[config.mk]
export PLATFORM = sky130hd
export DESIGN_NAME = imu_serial_frame_parser_core
export DESIGN_NICKNAME = d
export VERILOG_FILES = /design/src/rtl/isfp_pkg.sv /design/src/rtl/isfp_frame_asm.sv /design/src/rtl/isfp_result_gen.sv /design/src/rtl/imu_serial_frame_parser_core.sv
export VERILOG_INCLUDE_DIRS = /design/src /design/src/rtl
export SDC_FILE = /design/constraint.sdc
export NUM_CORES = 1
export LEC_CHECK = 0
export BUFFER_PORTS_ARGS = -buffer_cell sky130_fd_sc_hd__clkbuf_2
export CAP_MARGIN = 10
export CORE_ASPECT_RATIO = 1.2
export CORE_UTILIZATION = 50
export DETAILED_ROUTE_END_ITERATION = 10
export GPL_TIMING_DRIVEN = 0
export PLACE_DENSITY = 0.75
export SYNTH_ARGS = -nofsm -noshare
export SYNTH_HDL_FRONTEND = slang
export SYNTH_SLANG_ARGS = --single-unit
[constraint.sdc]
create_clock -name aclk -period 4.3 [get_ports aclk]
set_input_delay 0.86 -clock aclk [delete_from_list [all_inputs] [get_ports aclk]]
set_output_delay 0.86 -clock aclk [all_outputs]
set_load 0.1 [all_outputs]
[src/rtl/assert_macros.svh]
// Assertion macros shared by the frame parser modules.
// Each macro expects a clock named aclk and an active-low reset named aresetn in scope.
`ifndef ASSERT_MACROS_SVH
`define ASSERT_MACROS_SVH

// Same-cycle implication: whenever ante holds, cons must hold too.
`define ASSERT_IMPL(label, ante, cons, msg) \
    label: assert property (@(posedge aclk) disable iff (!aresetn) (ante) |-> (cons)) \
        else $error(msg);

// Next-cycle implication: whenever ante holds, cons must hold in the following cycle.
`define ASSERT_NEXT(label, ante, cons, msg) \
    label: assert property (@(posedge aclk) disable iff (!aresetn) (ante) |=> (cons)) \
        else $error(msg);

`endif

[src/rtl/isfp_pkg.sv]
// Shared types and constants for the IMU serial frame parser.
// No dependencies; every module of the parser imports this package.
package isfp_pkg;

    // Frame layout: sync, kind, six used data bytes, two unused, checksum.
    localparam int FRAME_LAST_POS = 10;
    localparam int DATA_FIRST_POS = 2;
    localparam int NUM_DATA_BYTES = 6;
    localparam int NUM_KINDS      = 4;

    // Register reset values.
    localparam logic [7:0] SYNC_RESET       = 8'h55;
    localparam logic [7:0] FIRST_KIND_RESET = 8'h51;

    // Configuration register indexes.
    localparam int         CFG_INDEX_W    = 8;
    localparam logic [7:0] CFG_SYNC_BYTE  = 8'd0;
    localparam logic [7:0] CFG_FIRST_KIND = 8'd1;

    // Result status codes.
    localparam logic [1:0] STATUS_OK       = 2'd0;
    localparam logic [1:0] STATUS_CHECKSUM = 2'd1;
    localparam logic [1:0] STATUS_KIND     = 2'd2;

    // Stream widths.
    localparam int TDATA_IN_W  = 8;
    localparam int TDATA_OUT_W = 48;
    localparam int TUSER_OUT_W = 4;

    typedef logic [7:0] byte_t;
    typedef logic [NUM_KINDS-1:0] kind_mask_t;

    // A frame as handed from the assembler to the result generator.
    typedef struct packed {
        logic               done;
        logic               chk_ok;
        byte_t              kind_byte;
        logic signed [15:0] axis_x;
        logic signed [15:0] axis_y;
        logic signed [15:0] axis_z;
    } frame_t;

    // One result item.
    typedef struct packed {
        logic [1:0]         status;
        logic [1:0]         kind;
        logic signed [15:0] axis_x;
        logic signed [15:0] axis_y;
        logic signed [15:0] axis_z;
        logic               set_complete;
    } result_t;

endpackage

[src/rtl/isfp_frame_asm.sv]
// Frame assembler: byte counter, sync check, running checksum and data byte capture.
// Depends on isfp_pkg and assert_macros.svh.
`include "assert_macros.svh"

module isfp_frame_asm (
    input  logic            aclk,
    input  logic            aresetn,
    input  logic            step,
    input  isfp_pkg::byte_t rx_byte,
    input  isfp_pkg::byte_t sync_byte,
    output isfp_pkg::frame_t frame
);
    import isfp_pkg::*;

    logic [3:0] count_reg;
    logic [3:0] count_next;
    byte_t      byte0_reg;
    byte_t      kind_reg;
    byte_t      sum_reg;
    byte_t      data_reg [NUM_DATA_BYTES];
    logic       first_ok;
    logic       last_byte;

    // The first byte is checked on its arrival and again with every later byte,
    // since the sync value may be rewritten between a frame's bytes.
    always_comb begin
        first_ok  = (count_reg == 4'd0) ? (rx_byte == sync_byte) : (byte0_reg == sync_byte);
        last_byte = (count_reg == 4'(FRAME_LAST_POS));
        count_next = count_reg;
        if (step) begin
            if (!first_ok || last_byte) begin
                count_next = 4'd0;
            end else begin
                count_next = count_reg + 4'd1;
            end
        end
    end

    // Byte counter.
    always_ff @(posedge aclk) begin
        if (!aresetn) begin
            count_reg <= 4'd0;
        end else begin
            count_reg <= count_next;
        end
    end

    // Capture of the frame bytes that are needed later and the running sum.
    always_ff @(posedge aclk) begin
        if (step) begin
            if (count_reg == 4'd0) begin
                byte0_reg <= rx_byte;
                sum_reg   <= rx_byte;
            end else begin
                sum_reg <= sum_reg + rx_byte;
            end
            if (count_reg == 4'd1) begin
                kind_reg <= rx_byte;
            end
            for (int i = 0; i < NUM_DATA_BYTES; i++) begin
                if (count_reg == 4'(DATA_FIRST_POS + i)) begin
                    data_reg[i] <= rx_byte;
                end
            end
        end
    end

    // The checksum byte closes the frame; the sum then covers bytes zero to nine.
    always_comb begin
        frame.done      = step && first_ok && last_byte;
        frame.chk_ok    = (sum_reg == rx_byte);
        frame.kind_byte = kind_reg;
        frame.axis_x    = {data_reg[1], data_reg[0]};
        frame.axis_y    = {data_reg[3], data_reg[2]};
        frame.axis_z    = {data_reg[5], data_reg[4]};
    end

    `ASSERT_IMPL(a_count_range, 1'b1, count_reg <= 4'(FRAME_LAST_POS), "byte count past frame end")
    `ASSERT_NEXT(a_done_restarts, frame.done, count_reg == 4'd0, "count not cleared after frame")
    `ASSERT_NEXT(a_bad_sync_drops, step && count_reg == 4'd0 && rx_byte != sync_byte,
                 count_reg == 4'd0, "byte without sync started a frame")

endmodule

[src/rtl/isfp_result_gen.sv]
// Result generator: kind decode, set tracking and result field selection.
// Depends on isfp_pkg and assert_macros.svh.
`include "assert_macros.svh"

module isfp_result_gen (
    input  logic              aclk,
    input  logic              aresetn,
    input  isfp_pkg::frame_t  frame,
    input  isfp_pkg::byte_t   first_kind_code,
    output logic              res_valid,
    output isfp_pkg::result_t result
);
    import isfp_pkg::*;

    kind_mask_t awaiting_reg;
    kind_mask_t awaiting_next;
    kind_mask_t arrived;
    kind_mask_t remaining;
    byte_t      kind_offset;
    logic [1:0] kind_idx;
    logic       kind_bad;

    // Kind decode: offset from the first kind code, wrapping modulo 256.
    always_comb begin
        kind_offset = frame.kind_byte - first_kind_code;
        kind_idx    = kind_offset[1:0];
        arrived     = kind_mask_t'(1) << kind_idx;
        remaining   = awaiting_reg & ~arrived;
        kind_bad    = (kind_offset[7:2] != 6'd0) || ((awaiting_reg & arrived) == '0);
    end

    // Result fields; unknown or repeated kinds report nothing but their status.
    always_comb begin
        res_valid = frame.done;
        result    = '0;
        awaiting_next = awaiting_reg;
        if (kind_bad) begin
            result.status = STATUS_KIND;
        end else begin
            result.kind = kind_idx;
            if (frame.chk_ok) begin
                result.status = STATUS_OK;
                result.axis_x = frame.axis_x;
                result.axis_y = frame.axis_y;
                result.axis_z = frame.axis_z;
            end else begin
                result.status = STATUS_CHECKSUM;
            end
            result.set_complete = (remaining == '0);
            if (frame.done) begin
                awaiting_next = (remaining == '0) ? '1 : remaining;
            end
        end
    end

    // Set of kinds still awaited.
    always_ff @(posedge aclk) begin
        if (!aresetn) begin
            awaiting_reg <= '1;
        end else begin
            awaiting_reg <= awaiting_next;
        end
    end

    `ASSERT_IMPL(a_set_never_empty, 1'b1, awaiting_reg != '0, "awaiting set is empty")
    `ASSERT_NEXT(a_complete_refills, frame.done && result.set_complete,
                 awaiting_reg == '1, "set not refilled after completion")
    `ASSERT_NEXT(a_bad_kind_keeps_set, frame.done && kind_bad,
                 $stable(awaiting_reg), "rejected kind changed the set")

endmodule

[src/rtl/imu_serial_frame_parser_core.sv]
// Top level of the IMU serial frame parser: input register, config registers,
// output register. Depends on isfp_pkg, isfp_frame_asm, isfp_result_gen, assert_macros.svh.
//
//  Channel   Direction  Payload
//  s_        in         tdata[7:0] rx_byte
//  m_        out        tdata axis_x/y/z, tuser status/kind, tlast set_complete
//  cfg_      in         cfg_index register number, cfg_data register value
//
// Bytes pass through the input register and results through the output register, which
// takes a result in the same cycle as its checksum byte moves on from the input register.
// One byte per cycle unless stalled; the output register is the only backpressure point.
// A byte waits in the input register while an undelivered result blocks the output.
// Reset is synchronous; it clears the byte counter, refills the set of awaited kinds,
// both valid flags and restores the register defaults.
`include "assert_macros.svh"

module imu_serial_frame_parser_core (
    input  logic                               aclk,
    input  logic                               aresetn,
    // Received bytes.
    input  logic                               s_tvalid,
    output logic                               s_tready,
    input  logic [isfp_pkg::TDATA_IN_W-1:0]    s_tdata,   // [7:0] rx_byte
    // Results.
    output logic                               m_tvalid,
    input  logic                               m_tready,
    output logic [isfp_pkg::TDATA_OUT_W-1:0]   m_tdata,   // [15:0] axis_x, [31:16] axis_y,
                                                          // [47:32] axis_z
    output logic [isfp_pkg::TUSER_OUT_W-1:0]   m_tuser,   // [1:0] status, [3:2] kind
    output logic                               m_tlast,   // set_complete
    // Register writes.
    input  logic                               cfg_valid,
    output logic                               cfg_ready,
    input  logic [isfp_pkg::CFG_INDEX_W-1:0]   cfg_index,
    input  logic [7:0]                         cfg_data
);
    import isfp_pkg::*;

    logic    in_valid_reg;
    byte_t   in_byte_reg;
    byte_t   sync_reg;
    byte_t   first_kind_reg;
    logic    out_valid_reg;
    result_t out_result_reg;
    logic    advance;
    logic    res_valid;
    frame_t  frame;
    result_t result;

    // A byte moves on whenever the output register can take a result.
    assign advance   = in_valid_reg && (!out_valid_reg || m_tready);
    assign s_tready  = !in_valid_reg || advance;
    assign cfg_ready = 1'b1;

    // Configuration registers.
    always_ff @(posedge aclk) begin
        if (!aresetn) begin
            sync_reg       <= SYNC_RESET;
            first_kind_reg <= FIRST_KIND_RESET;
        end else if (cfg_valid) begin
            case (cfg_index)
                CFG_SYNC_BYTE:  sync_reg       <= cfg_data;
                CFG_FIRST_KIND: first_kind_reg <= cfg_data;
                default:        ;
            endcase
        end
    end

    // Input register.
    always_ff @(posedge aclk) begin
        if (!aresetn) begin
            in_valid_reg <= 1'b0;
        end else if (s_tready) begin
            in_valid_reg <= s_tvalid;
        end
    end

    always_ff @(posedge aclk) begin
        if (s_tvalid && s_tready) begin
            in_byte_reg <= s_tdata;
        end
    end

    isfp_frame_asm u_frame_asm (
        .aclk      (aclk),
        .aresetn   (aresetn),
        .step      (advance),
        .rx_byte   (in_byte_reg),
        .sync_byte (sync_reg),
        .frame     (frame)
    );

    isfp_result_gen u_result_gen (
        .aclk            (aclk),
        .aresetn         (aresetn),
        .frame           (frame),
        .first_kind_code (first_kind_reg),
        .res_valid       (res_valid),
        .result          (result)
    );

    // Output register.
    always_ff @(posedge aclk) begin
        if (!aresetn) begin
            out_valid_reg <= 1'b0;
        end else if (advance && res_valid) begin
            out_valid_reg <= 1'b1;
        end else if (m_tready) begin
            out_valid_reg <= 1'b0;
        end
    end

    always_ff @(posedge aclk) begin
        if (advance && res_valid) begin
            out_result_reg <= result;
        end
    end

    // Result packing onto the stream.
    assign m_tvalid = out_valid_reg;
    assign m_tdata  = {out_result_reg.axis_z, out_result_reg.axis_y, out_result_reg.axis_x};
    assign m_tuser  = {out_result_reg.kind, out_result_reg.status};
    assign m_tlast  = out_result_reg.set_complete;

    `ASSERT_IMPL(a_kind_err_clean, out_valid_reg && out_result_reg.status == STATUS_KIND,
                 out_result_reg.kind == 2'd0 && out_result_reg.axis_x == 16'sd0 &&
                 out_result_reg.axis_y == 16'sd0 && out_result_reg.axis_z == 16'sd0 &&
                 !out_result_reg.set_complete, "kind error item carries data")
    `ASSERT_IMPL(a_chk_err_clean, out_valid_reg && out_result_reg.status == STATUS_CHECKSUM,
                 out_result_reg.axis_x == 16'sd0 && out_result_reg.axis_y == 16'sd0 &&
                 out_result_reg.axis_z == 16'sd0, "checksum error item carries data")
    `ASSERT_NEXT(a_result_loaded, advance && res_valid, out_valid_reg,
                 "finished frame produced no item")

endmodule
== Word level (Yosys, flattened, before mapping) ==
Memories as Yosys holds them, arrays and structs flattened. A register that Yosys moved wholly into a read port is not among the register bits.
Cells that the tools add are included.

* Register bits after elaboration: 63
* Bits in writable memories: 48
* Input port bits: 29
* Output and inout port bits: 56
* Logic and storage cells: 104
* Memories: 1

* Add/subtract/negate cells: 3
* Equality and inequality tests: 12
* Shift operators: 1
* Multiplexer cells: 40
* Bitwise operators: 5
* Reductions and logical operators: 29

{| class="wikitable"
|+ Memory list
! memory !! depth !! width !! rd ports !! clocked after Yosys merged registers in !! write ports !! RTL line !! source
|-
| u_frame_asm.data_reg || 6 || 8 || 6 || 6 || 1 || isfp_frame_asm.sv:20 || <nowiki>byte_t data_reg [NUM_DATA_BYTES];</nowiki>
|}

{| class="wikitable"
|+ Operators with widths
! operator !! number
|-
| 8-bit two-way mux || 6
|-
| 8-bit OR reduction || 5
|-
| 1-bit two-way mux || 27
|-
| 8-bit equality test || 3
|-
| 4-bit by 3-bit equality test with 1-bit output (second input constant) || 4
|-
| 3-bit two-way mux || 5
|-
| 4-bit logical NOT || 3
|-
| 2-bit AND reduction || 5
|-
| 8-bit adder || 1
|-
| 4-bit AND || 2
|-
| 4-bit by 2-bit equality test with 1-bit output (second input constant) || 2
|-
| 8-bit by 1-bit equality test with 1-bit output (second input constant) || 1
|-
| 8-bit logical NOT || 1
|-
| 4-bit two-way mux || 2
|-
| 8-bit subtractor || 1
|-
| 6-bit nonzero test || 1
|-
| 1-bit logical AND || 5
|-
| 4-bit by 1-bit adder with 4-bit output (second input constant) || 1
|-
| 4-bit by 1-bit equality test with 1-bit output (second input constant) || 1
|-
| 4-bit equality test (second input constant) || 1
|-
| 1-bit logical OR || 4
|-
| 4-bit NOT || 1
|-
| 1-bit by 2-bit << shifter with 4-bit output (first input constant) || 1
|-
| 1-bit logical NOT || 3
|-
| other kinds (3) || 4
|}

== Longest topological paths before layout ==
Gate-level depths: netlist of the first run.

* Depth after elaboration: 11
* Depth in mapped cells: 12
* Gate-level depth less buffers: 10

== Hierarchy ==
Synthesis of the first run repeated with hierarchy kept, for this count alone.

* Cells, all modules: 496
* Area total of the unflattened synthesis: 6887.9 µm²

{| class="wikitable"
|+ Modules (own cells, without submodules)
! module !! instances !! cells each !! area each (µm²) !! sequential area each (µm²)
|-
| isfp_frame_asm || 1 || 214 || 3253.1 || 2242.2
|-
| imu_serial_frame_parser_core || 1 || 141 || 2613.8 || 2192.1
|-
| isfp_result_gen || 1 || 141 || 1021.0 || 80.1
|}

== Worst setup path after synthesis of the first run ==
Ideal clock, no wire load.

* Path kind: register to register
* Start point: reg u_frame_asm.count_reg[0]
* End point: reg m_tdata[0] (netlist name)
* Setup time: 0.407 ns
* Data arrival time: 3.053 ns
* Required time: 3.893 ns
* Slack: 0.839 ns
* Cell stages (with the launch flop): 11
* Path buffers: 2
* Clock period less this slack: 3.461 ns
* Cell sequence: dfxtp_1 inv_1 ha_1 or3b_1 buf_6 buf_6 nor3_2 o22ai_1 nor4_4 nand2_2 inv_1

* Word-level cells in the longest chain between the ends: 5
* Elaborated cells between the ends (all ways): 6
* Those cells by class: eq/ne: 1; mux: 1; reduce/logical: 4

{| class="wikitable"
|+ Ends and longest elaborated chain
! what !! RTL line !! source
|-
| from (decl) || isfp_frame_asm.sv:15 || <nowiki>logic [3:0] count_reg;</nowiki>
|-
| from (signal assigned) || isfp_frame_asm.sv:44 || <nowiki>count_reg <= count_next;</nowiki>
|-
| 4-bit logical NOT || isfp_frame_asm.sv:27 || <nowiki>first_ok = (count_reg == 4'd0) ? (rx_byte == sync_byte) : (byte0_reg == sync_byte);</nowiki>
|-
| 1-bit two-way mux || isfp_frame_asm.sv:27 ||
|-
| 1-bit logical AND || isfp_frame_asm.sv:70 || <nowiki>frame.done = step && first_ok && last_byte;</nowiki>
|-
| 1-bit logical AND (*) || isfp_frame_asm.sv:70 ||
|-
| 1-bit logical AND (*) || imu_serial_frame_parser_core.sv:114 || <nowiki>if (advance && res_valid) begin</nowiki>
|}

Mark *: on every way between the ends. The rest lies on a longest branch, timed or not.
A chain may end at the register's enable or synchronous reset.

== Final worst setup path of the first run ==
* Start point: reg u_frame_asm.kind_reg[0]
* End point: reg m_tdata[35] (netlist name)

* Word-level cells in the longest chain between the ends: 6
* Elaborated cells between the ends (all ways): 7
* Those cells by class: add/sub: 1; shift: 1; bitwise: 1; reduce/logical: 4

{| class="wikitable"
|+ Ends and longest elaborated chain
! what !! RTL line !! source
|-
| from (decl) || isfp_frame_asm.sv:18 || <nowiki>byte_t kind_reg;</nowiki>
|-
| from (signal assigned) || isfp_frame_asm.sv:58 || <nowiki>kind_reg <= rx_byte;</nowiki>
|-
| 8-bit subtractor (*) || isfp_result_gen.sv:25 || <nowiki>kind_offset = frame.kind_byte - first_kind_code;</nowiki>
|-
| 1-bit by 2-bit << shifter with 4-bit output || isfp_result_gen.sv:27 || <nowiki>arrived = kind_mask_t'(1) << kind_idx;</nowiki>
|-
| 4-bit AND || isfp_result_gen.sv:29 || <nowiki>kind_bad = (kind_offset[7:2] != 6'd0) || ((awaiting_reg & arrived) == '0);</nowiki>
|-
| 4-bit logical NOT || isfp_result_gen.sv:29 ||
|-
| 1-bit logical OR (*) || isfp_result_gen.sv:29 ||
|-
| 2-bit OR reduction (no line) (*) || n/a ||
|}

Marked as above.

==> summary.txt, run 1 <==
Global routing
  • GR Util All Layers: 18.9%
  • Initial antenna violation count: 0
  • Met3 Resource Use GR: 4.63%
  • First-pass GRT wire length: 18,900 um
  • Global routing's busiest layer: met2
  • Largest net degree at the start of global routing: 38
  • GR Util met2: 32.2%
  • GRT met1 Usage: 21.3%
  • Total global routing overflow: 0
  • Via count of the first global-routing pass: 3,893

Critical path
  • CP Depth: 12
  • Most used cell, CP: clkbuf_1
  • Buf/Inv on CP: 3
  • WP data required: 4.58 ns
  • RR Endpoint: m_tdata[35]
  • Worst reg2reg setup slack: 1.03 ns
  • CP Cell Sequence: inv_1, ha_1, fa_1, nand2b_1, a211oi_1, mux2i_1, a311oi_1, o2111ai_1, nor2_1, clkbuf_1, clkbuf_1, and2_1
  • R2R Path Start: u_frame_asm.kind_reg[0]
  • Crit path to: m_tdata[35]
  • Worst Setup SP: u_frame_asm.kind_reg[0]
  • Register-to-Register Path Depth: 12
  • Highest-delay cell along the critical path: fa_1
  • Critical Path AT: 3.55 ns
  • CP top delay family: compound AO/OA/AOI/OAI gates
  • Crit Path Class: register to register
  • CP max stage delay: 0.41 ns
  • Critical Path End Type: register
  • Critical Path Fanout Max: 10
  • Startpoint class of the critical path: register

Yosys
  • Post-Syn Area: 6610 sq um
  • Synth async-reset ratio: 0%
  • Syn. warnings: 0
  • Ys flop type: edfxtp_1
  • Cell count after synthesis: 466
  • Seq/Total Area, Yosys: 68.3%
  • Post-synthesis cell type count: 52
  • Avg Cell Area, Syn: 14.2 sq um
  • EDFF count, synth: 133
  • FF+latch count, synth: 159
  • Syn Nets: 515

Cells and area
  • Utilization after layout: 61.4%
  • FF+latch area: 4510 sq um
  • Fin nets: 618
  • Final instance area: 7850 sq um
  • Area of the multi-input gates: 1940 sq um
  • Layout Area Growth over Synthesis: 18.8%
  • Most common cell after layout, fill and taps aside: edfxtp_1
  • Layout cells sized above 1: 22.2%
  • Final cell count without fillers: 746
  • Most frequent cells in the layout: edfxtp_1, clkbuf_2, and2_1, nand2_1, dfxtp_1
  • Number of diodes: 0
  • Fillers: 967

Die
  • Initial Util: 51.7%
  • Num ports: 85
  • Core footprint: 12,800 sq um
  • DIE AREA: 13,700 sq um
  • Rows: 45
  • Die Wd: 107 um
  • Die height: 128 um

Clock tree
  • Clk Latency, worst-skew pair: 0.42 ns
  • Clock Pin Slew Worst Setup and Hold Paths: 0.06 ns
  • Root buf cell: clkbuf_16
  • CTS Hold Bufs: 0
  • Total setup buffers inserted after CTS: 0
  • CTS Sinks: 159
  • PostCTS Resize Cnt: 0
  • Number of CTS-inserted buffers: 17
  • H-tree lvl count: 4
  • Clock tree buffer depth: 2
  • TritonCTS clock tree: yes

Power
  • Clk pwr share: 45.1%
  • Leak Pwr: 2.91 nW
  • Net switching power: 707 uW
  • Flop pwr share: 51.8%
  • Cell internal pwr: 2.61 mW
  • Gate power share: 3.1%
  • Total design power: 3.31 mW
  • Worst vdd ir: 249 uV
  • Power density over cell area: 422 nW/um^2
  • Sw frac: 21.3%

Timing
  • Clock Skews: 0.0104 ns
  • Slew margin rel.: 41.5%
  • Final Setup Violations: 0
  • Setup TNS Final: 0 ns
  • Worst hold slack: 0.483 ns
  • Final Hold Vio Count: 0
  • RSZ-0062 raised after global routing: false
  • Tightest Pin Transition: 0.875 ns
  • Fmax: 306 MHz
  • Setup ws final: 1.03 ns
  • Minimum clock period: 3.27 ns
  • Period utilization: 76.0%
  • Max Slew Vio Count: 0

Routing
  • DR pass1 iterations: 4
  • WL/cell: 16.0 um
  • Via Count: 3,905
  • Vias per inst: 5.23
  • DRC viols: 0
  • Post-route ant nets: 0
  • Final WL: 11,900 um
  • DR iter-0 viols: 207

Place
  • Port buffer count: 83
  • Final GP Congestion: 0.786
  • Placed cells: 714
  • Pre-CTS setup slack: 1.02 ns
  • Placed cell area: 7250 sq um
  • HPWL after DPL: 8130 um

Run
  • MaxCap Viol Count: 0

Min path
  • Hold Path Class: register to register

Run status
  • Status: finished, final reports clean
## power groups by stage
stage / sequential [mW] / clock (mW) / combinational (mW)
2_1_floorplan: 1.73 / 0 / 0.0731
3_3_place_gp: 1.75 / 0 / 0.0996
5_1_grt: 1.72 / 1.58 / 0.115
6_report: 1.71 / 1.49 / 0.104
3_5_place_dp: 1.75 / 0 / 0.103
4_1_cts: 1.71 / 1.52 / 0.104
## cells by family (layout without fill, tap and decap cells)
family	Yosys count	count (layout)	share of synthesized area, %
muxes	22	22	3.52
and+or+nand+nor	161	161	14.2
DFF	159	159	68.3
AOI/OAI and AO/OA	53	53	5.51
xor gates and xnor gates	16	16	2.12
adders and majority gates	20	20	4.02
buffers and inverters	34	150	2.22
other	1	1	0.0568
## worst min-delay path by stage
stage | from | endpoint | slack, ns | cells past startpoint
detailed placement | first_kind_reg[4] | first_kind_reg[4] | 0.47 | 2
global placement | first_kind_reg[4] | first_kind_reg[4] | 0.46 | 2
finish | first_kind_reg[4] | first_kind_reg[4] | 0.48 | 2
CTS | first_kind_reg[4] | first_kind_reg[4] | 0.49 | 2
floorplan | first_kind_reg[4] | first_kind_reg[4] | 0.44 | 2
global route | first_kind_reg[4] | first_kind_reg[4] | 0.51 | 2
## synthesized netlist by cell type (2+ instances only)
cell	count	area, sq um
edfxtp_1	133	3990
and2_1	50	313
nand2_1	27	101
dfxtp_1	26	521
inv_1	21	78.8
mux2i_1	21	210
nor2_1	20	75.1
ha_1	18	225
nor2b_1	15	93.8
and3_1	12	75.1
a21oi_1	11	55.1
clkbuf_1	10	37.5
xor2_1	9	78.8
a21o_1	8	60.1
nand2b_1	7	43.8
nor3_1	7	35.0
xnor2_1	7	61.3
a211oi_1	6	45.0
o21ai_0	5	25.0
nor4_1	4	25.0
and4bb_2	3	37.5
nand3_1	3	15.0
o22ai_1	3	18.8
o31ai_1	3	22.5
o32ai_1	3	26.3
a21boi_0	2	15.0
buf_6	2	22.5
fa_1	2	40.0
nand3b_1	2	15.0
nor4bb_1	2	20.0
o2111ai_1	2	17.5
o21a_1	2	15.0
## worst register-to-register path, cell delays in order (launching register included)
cell and delay, ns:
edfxtp_1 0.33, inv_1 0.04, ha_1 0.20, fa_1 0.41
nand2b_1 0.18, a211oi_1 0.37, mux2i_1 0.14, a311oi_1 0.22
o2111ai_1 0.18, nor2_1 0.27, clkbuf_1 0.32, clkbuf_1 0.29
and2_1 0.18
## per-layer routing
layer	vias up	share of wire [%]	wire (um)
li1	1911	-	-
met1	1836	41	4860
met2	129	50	5950
met3	29	5.5	650
met4	0	3.8	453
met5	-	0	0
## cell type report
type | instances | share of cell area, %
Buffer | 13 | 0.861
Clock buffer | 18 | 5.47
Clock inverter | 14 | 2.17
Inverter | 21 | 1.00
Multi-Input combinational cell | 273 | 24.8
Sequential cell | 159 | 57.5
Tap cell | 164 | 2.62
Timing Repair Buffer | 84 | 5.55
Note: power is estimated with default switching activity, not from simulation.
==> run 2, diff against run 1 <==
ABC_AREA = 1   (was not set)
PLACE_DENSITY = 0.77   (was 0.75)
clock period = 2.9 ns   (was 4.3 ns; I/O delays follow)
==> summary.txt, run 2 <==
Place
  • Port buffer count: 83 (unchanged)
  • Placed cells: 841 (was 714)
  • Placed cell area: 7290 sq um (was 7250 sq um)
  • HPWL after DPL: 8200 um (was 8130 um)
  • Final GP Congestion: 0.829 (was 0.786)

Run status
  • Status: finished, final reports clean (unchanged)

Die
  • Die Wd: 107 um (about the same)
  • DIE AREA: 13,800 sq um (was 13,700 sq um)
  • Initial Util: 51.9% (was 51.7%)
  • Rows: 45 (unchanged)
  • Die height: 128 um (about the same)
  • Core footprint: 12,800 sq um (about the same)
  • Num ports: 85 (unchanged)

Cells and area
  • Most frequent cells in the layout: edfxtp_1, nand2_1, inv_1, clkbuf_2, nor2_1 (was edfxtp_1, clkbuf_2, and2_1, nand2_1, dfxtp_1)
  • Number of diodes: 0 (unchanged)
  • Fin nets: 754 (was 618)
  • Utilization after layout: 62.2% (was 61.4%)
  • Most common cell after layout, fill and taps aside: edfxtp_1 (unchanged)
  • Final instance area: 7990 sq um (was 7850 sq um)
  • Layout cells sized above 1: 20.2% (was 22.2%)
  • Fillers: 995 (was 967)
  • Layout Area Growth over Synthesis: 19.9% (was 18.8%)
  • Area of the multi-input gates: 1700 sq um (was 1940 sq um)
  • Final cell count without fillers: 882 (was 746)
  • FF+latch area: 4510 sq um (unchanged)

Clock tree
  • TritonCTS clock tree: yes (unchanged)
  • CTS Sinks: 159 (unchanged)
  • Clk Latency, worst-skew pair: 0.42 ns (about the same)
  • Root buf cell: clkbuf_16 (unchanged)
  • Clock Pin Slew Worst Setup and Hold Paths: 0.06 ns (about the same)
  • CTS Hold Bufs: 0 (unchanged)
  • Clock tree buffer depth: 2 (unchanged)
  • Number of CTS-inserted buffers: 17 (unchanged)
  • H-tree lvl count: 4 (unchanged)

Power
  • Worst vdd ir: 371 uV (was 249 uV)
  • Leak Pwr: 3.64 nW (was 2.91 nW)
  • Power density over cell area: 625 nW/um^2 (was 422 nW/um^2)
  • Total design power: 4.99 mW (was 3.31 mW)

Timing
  • Clock Skews: 0.00734 ns (was 0.0104 ns)
  • RSZ-0062 raised after global routing: false (unchanged)
  • Final Setup Violations: 0 (unchanged)
  • Slew margin rel.: 24.3% (was 41.5%)
  • Minimum clock period: 2.60 ns (was 3.27 ns)
  • Setup TNS Final: 0 ns (unchanged)
  • Final Hold Vio Count: 0 (unchanged)
  • Period utilization: 89.6% (was 76.0%)
  • Fmax: 385 MHz (was 306 MHz)
  • Tightest Pin Transition: 1.13 ns (was 0.875 ns)
  • Max Slew Vio Count: 0 (unchanged)

Yosys
  • Post-Syn Area: 6670 sq um (was 6610 sq um)
  • Synth async-reset ratio: 0% (unchanged)
  • Synth top area share: 59.9% (was 60.5%)
  • Avg Cell Area, Syn: 11.2 sq um (was 14.2 sq um)
  • FF+latch count, synth: 159 (unchanged)
  • Dominant cells by area after synthesis: edfxtp_1, dfxtp_1, inv_1 (was edfxtp_1, dfxtp_1, and2_1)
  • Post-synthesis cell type count: 33 (was 52)
  • Post-synth top area cell: edfxtp_1 (unchanged)
  • Syn. warnings: 0 (unchanged)
  • Cell count after synthesis: 594 (was 466)
  • Synth cell count leaders: edfxtp_1, inv_1, nand2_1 (was edfxtp_1, and2_1, nand2_1)
  • EDFF count, synth: 133 (unchanged)
  • Seq/Total Area, Yosys: 67.7% (was 68.3%)
  • Syn Nets: 643 (was 515)
  • Ys flop type: edfxtp_1 (unchanged)
  • Most numerous cell in the Yosys netlist: edfxtp_1 (unchanged)

Routing
  • Post-route ant nets: 0 (unchanged)
  • Via Count: 4,372 (was 3,905)
  • Final WL: 12,300 um (was 11,900 um)
  • DR iter-0 viols: 260 (was 207)
  • DRC viols: 0 (unchanged)
  • WL/cell: 14.0 um (was 16.0 um)
  • DR pass1 iterations: 5 (was 4)
  • Vias per inst: 4.96 (was 5.23)

Critical path
  • Crit Path Class: register to register (unchanged)
  • Critical Path End Type: register (unchanged)
  • CP Cell Sequence: inv_1, ha_1, nand2_4, buf_6, nand2_4, nand3_1, nand2_1, nor2_2, nand2_2, nor2_4, nand2_4, clkinvlp_4, buf_12 (was inv_1, ha_1, fa_1, nand2b_1, a211oi_1, mux2i_1, a311oi_1, o2111ai_1, nor2_1, clkbuf_1, clkbuf_1, and2_1)
  • Most used cell, CP: nand2_4 (was clkbuf_1)
  • Critical Path Fanout Max: 14 (was 10)
  • Startpoint class of the critical path: register (unchanged)
  • CP max stage delay: 0.43 ns (was 0.41 ns)
  • Critical Path AT: 2.73 ns (was 3.55 ns)
  • Worst Setup SP: u_frame_asm.count_reg[0] (was u_frame_asm.kind_reg[0])
  • WP data required: 3.03 ns (was 4.58 ns)
  • Highest-delay cell along the critical path: dfxtp_1 (was fa_1)
  • R2R Path Start: u_frame_asm.count_reg[0] (was u_frame_asm.kind_reg[0])

Global routing
  • Total global routing overflow: 0 (unchanged)
  • First-pass GRT wire length: 18,900 um (about the same)
  • Largest net degree at the start of global routing: 28 (was 38)
  • Via count of the first global-routing pass: 4,019 (was 3,893)
  • GR Util All Layers: 18.6% (was 18.9%)
  • Initial antenna violation count: 0 (unchanged)

Run
  • MaxCap Viol Count: 0 (unchanged)

Min path
  • Hold path startpoint: s_tdata[7] (was first_kind_reg[4])
  • Hold Path Class: input pin to register (was register to register)
-- run 2: cell types whose count changed in the layout (fill, tap and decap cells not counted), sizes merged, moves of 11 or more --
cell | previous run | this run
nand2 | 28 | 112
inv | 29 | 105
nor2 | 20 | 77
and2 | 50 | 0
nand3 | 3 | 30
mux2i | 21 | 0
nor2b | 15 | 0
o21ai | 6 | 21
and3 | 12 | 1
-- run 2: worst paths after layout --
path,endpoint,slack [ns],cells past startpoint
worst max-delay path,m_tdata[7],0.30,13
worst min-delay path,in_byte_reg[7],0.34,1
worst max register to register,m_tdata[7],0.30,13
worst min register to register,first_kind_reg[5],0.47,2
-- run 2: cells by family (layout without fill, tap and decap cells) --
| kind of cell | Yosys count | after routing | share of synthesized area (%) |
|---|---|---|---|
| other cells | 1 | 1 | 0.0563 |
| buf+inv | 114 | 238 | 6.85 |
| compound gates | 50 | 50 | 4.13 |
| simple gates | 242 | 242 | 16.2 |
| xor+xnor | 8 | 8 | 1.05 |
| flops | 159 | 159 | 67.7 |
| fa+ha+maj | 20 | 20 | 3.98 |
-- run 2: metrics by stage --
stage	hold WS [ns]	setup WS, ns
detailed placement	0.463	-0.246
global route	0.323	0.0700
CTS	0.323	0.0174
floorplan	0.435	0.135
finish	0.336	0.302
global placement	0.451	-0.176
-- run 2: cell type report --
cell class / instances / share of cell area, %
Timing Repair inverter: 4 / 0.345
Sequential cell: 159 / 56.5
Clock buffer: 19 / 5.42
Clock inverter: 13 / 2.02
Inverter: 103 / 4.89
Timing Repair Buffer: 88 / 6.08
Multi-Input combinational cell: 321 / 21.3
Tap cell: 164 / 2.57
Buffer: 11 / 0.877
-- run 2: per-layer routing --
layer	GRT usage, %	vias up	wire length (um)
met3	4.66	20	634
met5	0	-	0
li1	-	2202	-
met1	20.8	2010	5100
met2	33.0	140	6250
met4	9.02	0	344
-- run 2: power breakdown --
| group | leakage (nW) | total [mW] | switching (mW) | internal (mW) |
|---|---|---|---|---|
| clock | 0.283 | 2.23 | 0.876 | 1.36 |
| sequential | 1.55 | 2.55 | 0.0486 | 2.50 |
| combinational | 1.80 | 0.210 | 0.132 | 0.0776 |
| total | 3.64 | 4.99 | 1.06 | 3.93 |
-- run 2: critical path: cells and delay by family (launching register included) --
kind / cells / cell delay [ns]
flops: 1 / 0.43
simple gates: 8 / 0.99
buf+inv: 4 / 0.58
fa+ha+maj: 1 / 0.31
-- run 2: timing repair --
action / CTS / global route
gates resized for setup: 1 / 4
gates cloned: 1 / 3
pin swaps: 0 / 0
endpoints found under the setup margin: 53 / 53
setup buffers: 0 / 3
==> run 3, diff against run 2 <==
clock period = 2.27 ns   (was 2.9 ns; I/O delays follow)
==> summary.txt, run 3 (synthesis gave the netlist of run 2 again) <==
Run status
  • Status: finished with violations (was finished, final reports clean)
  • Failing checks: setup timing

Timing
  • Period utilization: 106% (was 89.6%)
  • RSZ-0062 raised after global routing: true (was false)
  • Final Hold Vio Count: 0 (unchanged)
  • Minimum clock period: 2.42 ns (was 2.60 ns)
  • Setup ws final: -0.146 ns (was 0.302 ns)
  • Tightest Pin Transition: 1.16 ns (was 1.13 ns)
  • Max Slew Vio Count: 0 (unchanged)
  • Slew margin rel.: 21.9% (was 24.3%)
  • Final Setup Violations: 51 (was 0)
  • Fmax: 414 MHz (was 385 MHz)
  • Clock Skews: 0.00940 ns (was 0.00734 ns)

Critical path
  • Register-to-Register Path Depth: 14 (was 13)
  • Critical Path Fanout Max: 10 (was 14)
  • Worst Setup SP: u_frame_asm.kind_reg[0] (was u_frame_asm.count_reg[0])
  • CP Depth: 14 (was 13)
  • Crit Path Class: register to register (unchanged)
  • RR Endpoint: m_tdata[34] (was m_tdata[7])
  • WP data required: 2.55 ns (was 3.03 ns)
  • CP max stage delay: 0.50 ns (was 0.43 ns)
  • R2R Path Start: u_frame_asm.kind_reg[0] (was u_frame_asm.count_reg[0])
  • Startpoint class of the critical path: register (unchanged)
  • Highest-delay cell along the critical path: fa_2 (was dfxtp_1)
  • Crit path to: m_tdata[34] (was m_tdata[7])
  • CP Cell Sequence: inv_2, ha_4, fa_2, inv_2, nand3_2, nand2_2, o21ai_2, nor2_1, nand3_1, nor2_4, nand2_4, buf_8, buf_8, nor2_1 (was inv_1, ha_1, nand2_4, buf_6, nand2_4, nand3_1, nand2_1, nor2_2, nand2_2, nor2_4, nand2_4, clkinvlp_4, buf_12)
  • CP top delay family: simple AND/OR/NAND/NOR gates (unchanged)
  • Worst reg2reg setup slack: -0.15 ns (was 0.30 ns)
  • Buf/Inv on CP: 4 (unchanged)
  • Critical Path AT: 2.70 ns (was 2.73 ns)
  • Critical Path End Type: register (unchanged)

Clock tree
  • Clk Latency, worst-skew pair: 0.43 ns (was 0.42 ns)
  • TritonCTS clock tree: yes (unchanged)
  • Number of CTS-inserted buffers: 17 (unchanged)
  • CTS Sinks: 159 (unchanged)
  • Root buf cell: clkbuf_16 (unchanged)
  • Clock tree buffer depth: 2 (unchanged)
  • H-tree lvl count: 4 (unchanged)
  • Clock Pin Slew Worst Setup and Hold Paths: 0.07 ns (was 0.06 ns)

Routing
  • Met3 Routed Length: 818 um (was 634 um)
  • DR pass1 iterations: 8 (was 5)
  • WL/cell: 15.9 um (was 14.0 um)
  • DR iter-0 viols: 296 (was 260)
  • Vias per inst: 5.12 (was 4.96)
  • M1 wire length: 5360 um (was 5100 um)
  • Final WL: 14,500 um (was 12,300 um)
  • Top Layer Used: met4 (unchanged)
  • Met2 wire len: 7810 um (was 6250 um)
  • DRC viols: 0 (unchanged)
  • Via Count: 4,660 (was 4,372)
  • Post-route ant nets: 0 (unchanged)

Cells and area
  • Final instance area: 8410 sq um (was 7990 sq um)
  • Number of diodes: 0 (unchanged)
  • Layout cells sized above 1: 30.3% (was 20.2%)
  • Area of the multi-input gates: 1870 sq um (was 1700 sq um)
  • Final cell count without fillers: 910 (was 882)
  • Fin nets: 782 (was 754)
  • Most frequent cells in the layout: edfxtp_1, inv_1, nand2_1, clkbuf_2, nor2_1 (was edfxtp_1, nand2_1, inv_1, clkbuf_2, nor2_1)
  • FF+latch area: 4530 sq um (was 4510 sq um)
  • Layout Area Growth over Synthesis: 26.2% (was 19.9%)
  • Fillers: 942 (was 995)
  • Most common cell after layout, fill and taps aside: edfxtp_1 (unchanged)

Place
  • Placed cells: 842 (was 841)
  • HPWL after DPL: 8680 um (was 8200 um)
  • Placed cell area: 7320 sq um (was 7290 sq um)
  • Port buffer count: 83 (unchanged)
  • Final GP Congestion: 0.804 (was 0.829)

Global routing
  • First-pass GRT wire length: 20,900 um (was 18,900 um)
  • Via count of the first global-routing pass: 4,329 (was 4,019)
  • GR Util All Layers: 20.8% (was 18.6%)
  • Initial antenna violation count: 0 (unchanged)
  • Total global routing overflow: 0 (unchanged)
  • Largest net degree at the start of global routing: 17 (was 28)

Run
  • MaxCap Viol Count: 0 (unchanged)

Power
  • Power density over cell area: 755 nW/um^2 (was 625 nW/um^2)
  • Leak Pwr: 3.81 nW (was 3.64 nW)
  • Worst vdd ir: 572 uV (was 371 uV)

Die
  • Num ports: 85 (unchanged)
  • Die Wd: 107 um (unchanged)
  • Die height: 128 um (unchanged)
  • Initial Util: 51.9% (unchanged)
  • Rows: 45 (unchanged)
  • DIE AREA: 13,800 sq um (unchanged)
  • Core footprint: 12,800 sq um (unchanged)

Min path
  • Hold Path Class: input pin to register (unchanged)
[run 3: cell types whose count changed in the layout (fill, tap and decap cells not counted), moves of 4 or more]
cell      before  now
buf_4          1   29
clkbuf_1       7    3
dfxtp_1       26   20
dfxtp_2        0    4
inv_1        101   96
nand2_1      101   94
nand2_2        6   11
nand3_1       29   24
nand3_2        1    5
nor2_1        72   51
nor2_2         2   21
[run 3: worst reg2reg max path, cell delays in order, from the launching register on]
cell      delay (ns)
edfxtp_1        0.38
inv_2           0.08
ha_4            0.13
fa_2            0.50
inv_2           0.12
nand3_2         0.09
nand2_2         0.09
o21ai_2         0.05
nor2_1          0.09
nand3_1         0.11
nor2_4          0.16
nand2_4         0.09
buf_8           0.15
buf_8           0.15
nor2_1          0.10
[run 3: final cells by class]
cell class                 instances  share of cell area, %
sequential                       159                   53.8
multi-input combinational        321                   22.2
timing repair buffer             116                   8.40
clock buffer                      17                   5.06
inverter                         103                   4.73
tap                              164                   2.44
clock inverter                    15                   1.83
buffer                            11                   1.23
timing repair inverter             4                  0.327
[run 3: repair_timing]
item / 4_1_cts / 5_1_grt
endpoints found under the setup margin: 119 / 113
pin swaps: 3 / 11
gates cloned: 4 / 1
buffers inserted: 17 / 14
gates resized for setup: 27 / 44
hold buffers: 0 / 0
[run 3: metrics by stage]
step	setup TNS (ns)	hold slack (ns)	utilization [%]	worst slack [ns]	total power, mW
2_1_floorplan	-7.36	0.435	-	-0.133	3.47
3_3_place_gp	-46.85	0.450	57.0	-0.650	3.58
3_5_place_dp	-57.39	0.464	57.0	-0.741	3.59
4_1_cts	-2.21	0.189	63.5	-0.0891	6.34
5_1_grt	-8.35	0.193	65.5	-0.219	6.52
6_report	-3.47	0.202	65.5	-0.146	6.35
[run 3: worst min path at each step]
stage / end / cells past startpoint / from / slack, ns
final: in_byte_reg[6] / 1 / s_tdata[6] / 0.20
after global routing: in_byte_reg[3] / 1 / s_tdata[3] / 0.19
after CTS: in_byte_reg[6] / 1 / s_tdata[6] / 0.19
after detailed placement: first_kind_reg[3] / 2 / first_kind_reg[3] / 0.46
after global placement: first_kind_reg[7] / 2 / first_kind_reg[7] / 0.45
after floorplan: first_kind_reg[2] / 2 / first_kind_reg[2] / 0.43
[run 3: layer usage]
metal / track usage, % / vias to the layer above
met5: 0 / -
li1: - / 2246
met4: 9.43 / 0
met2: 39.0 / 187
met3: 4.81 / 39
met1: 22.1 / 2188
[run 3: report_power, final]
| group | total [mW] | internal (mW) | switching [mW] |
|---|---|---|---|
| clock network | 2.77 | 1.54 | 1.23 |
| registers | 3.23 | 3.19 | 0.0390 |
| logic | 0.350 | 0.130 | 0.220 |
| total | 6.35 | 4.86 | 1.49 |
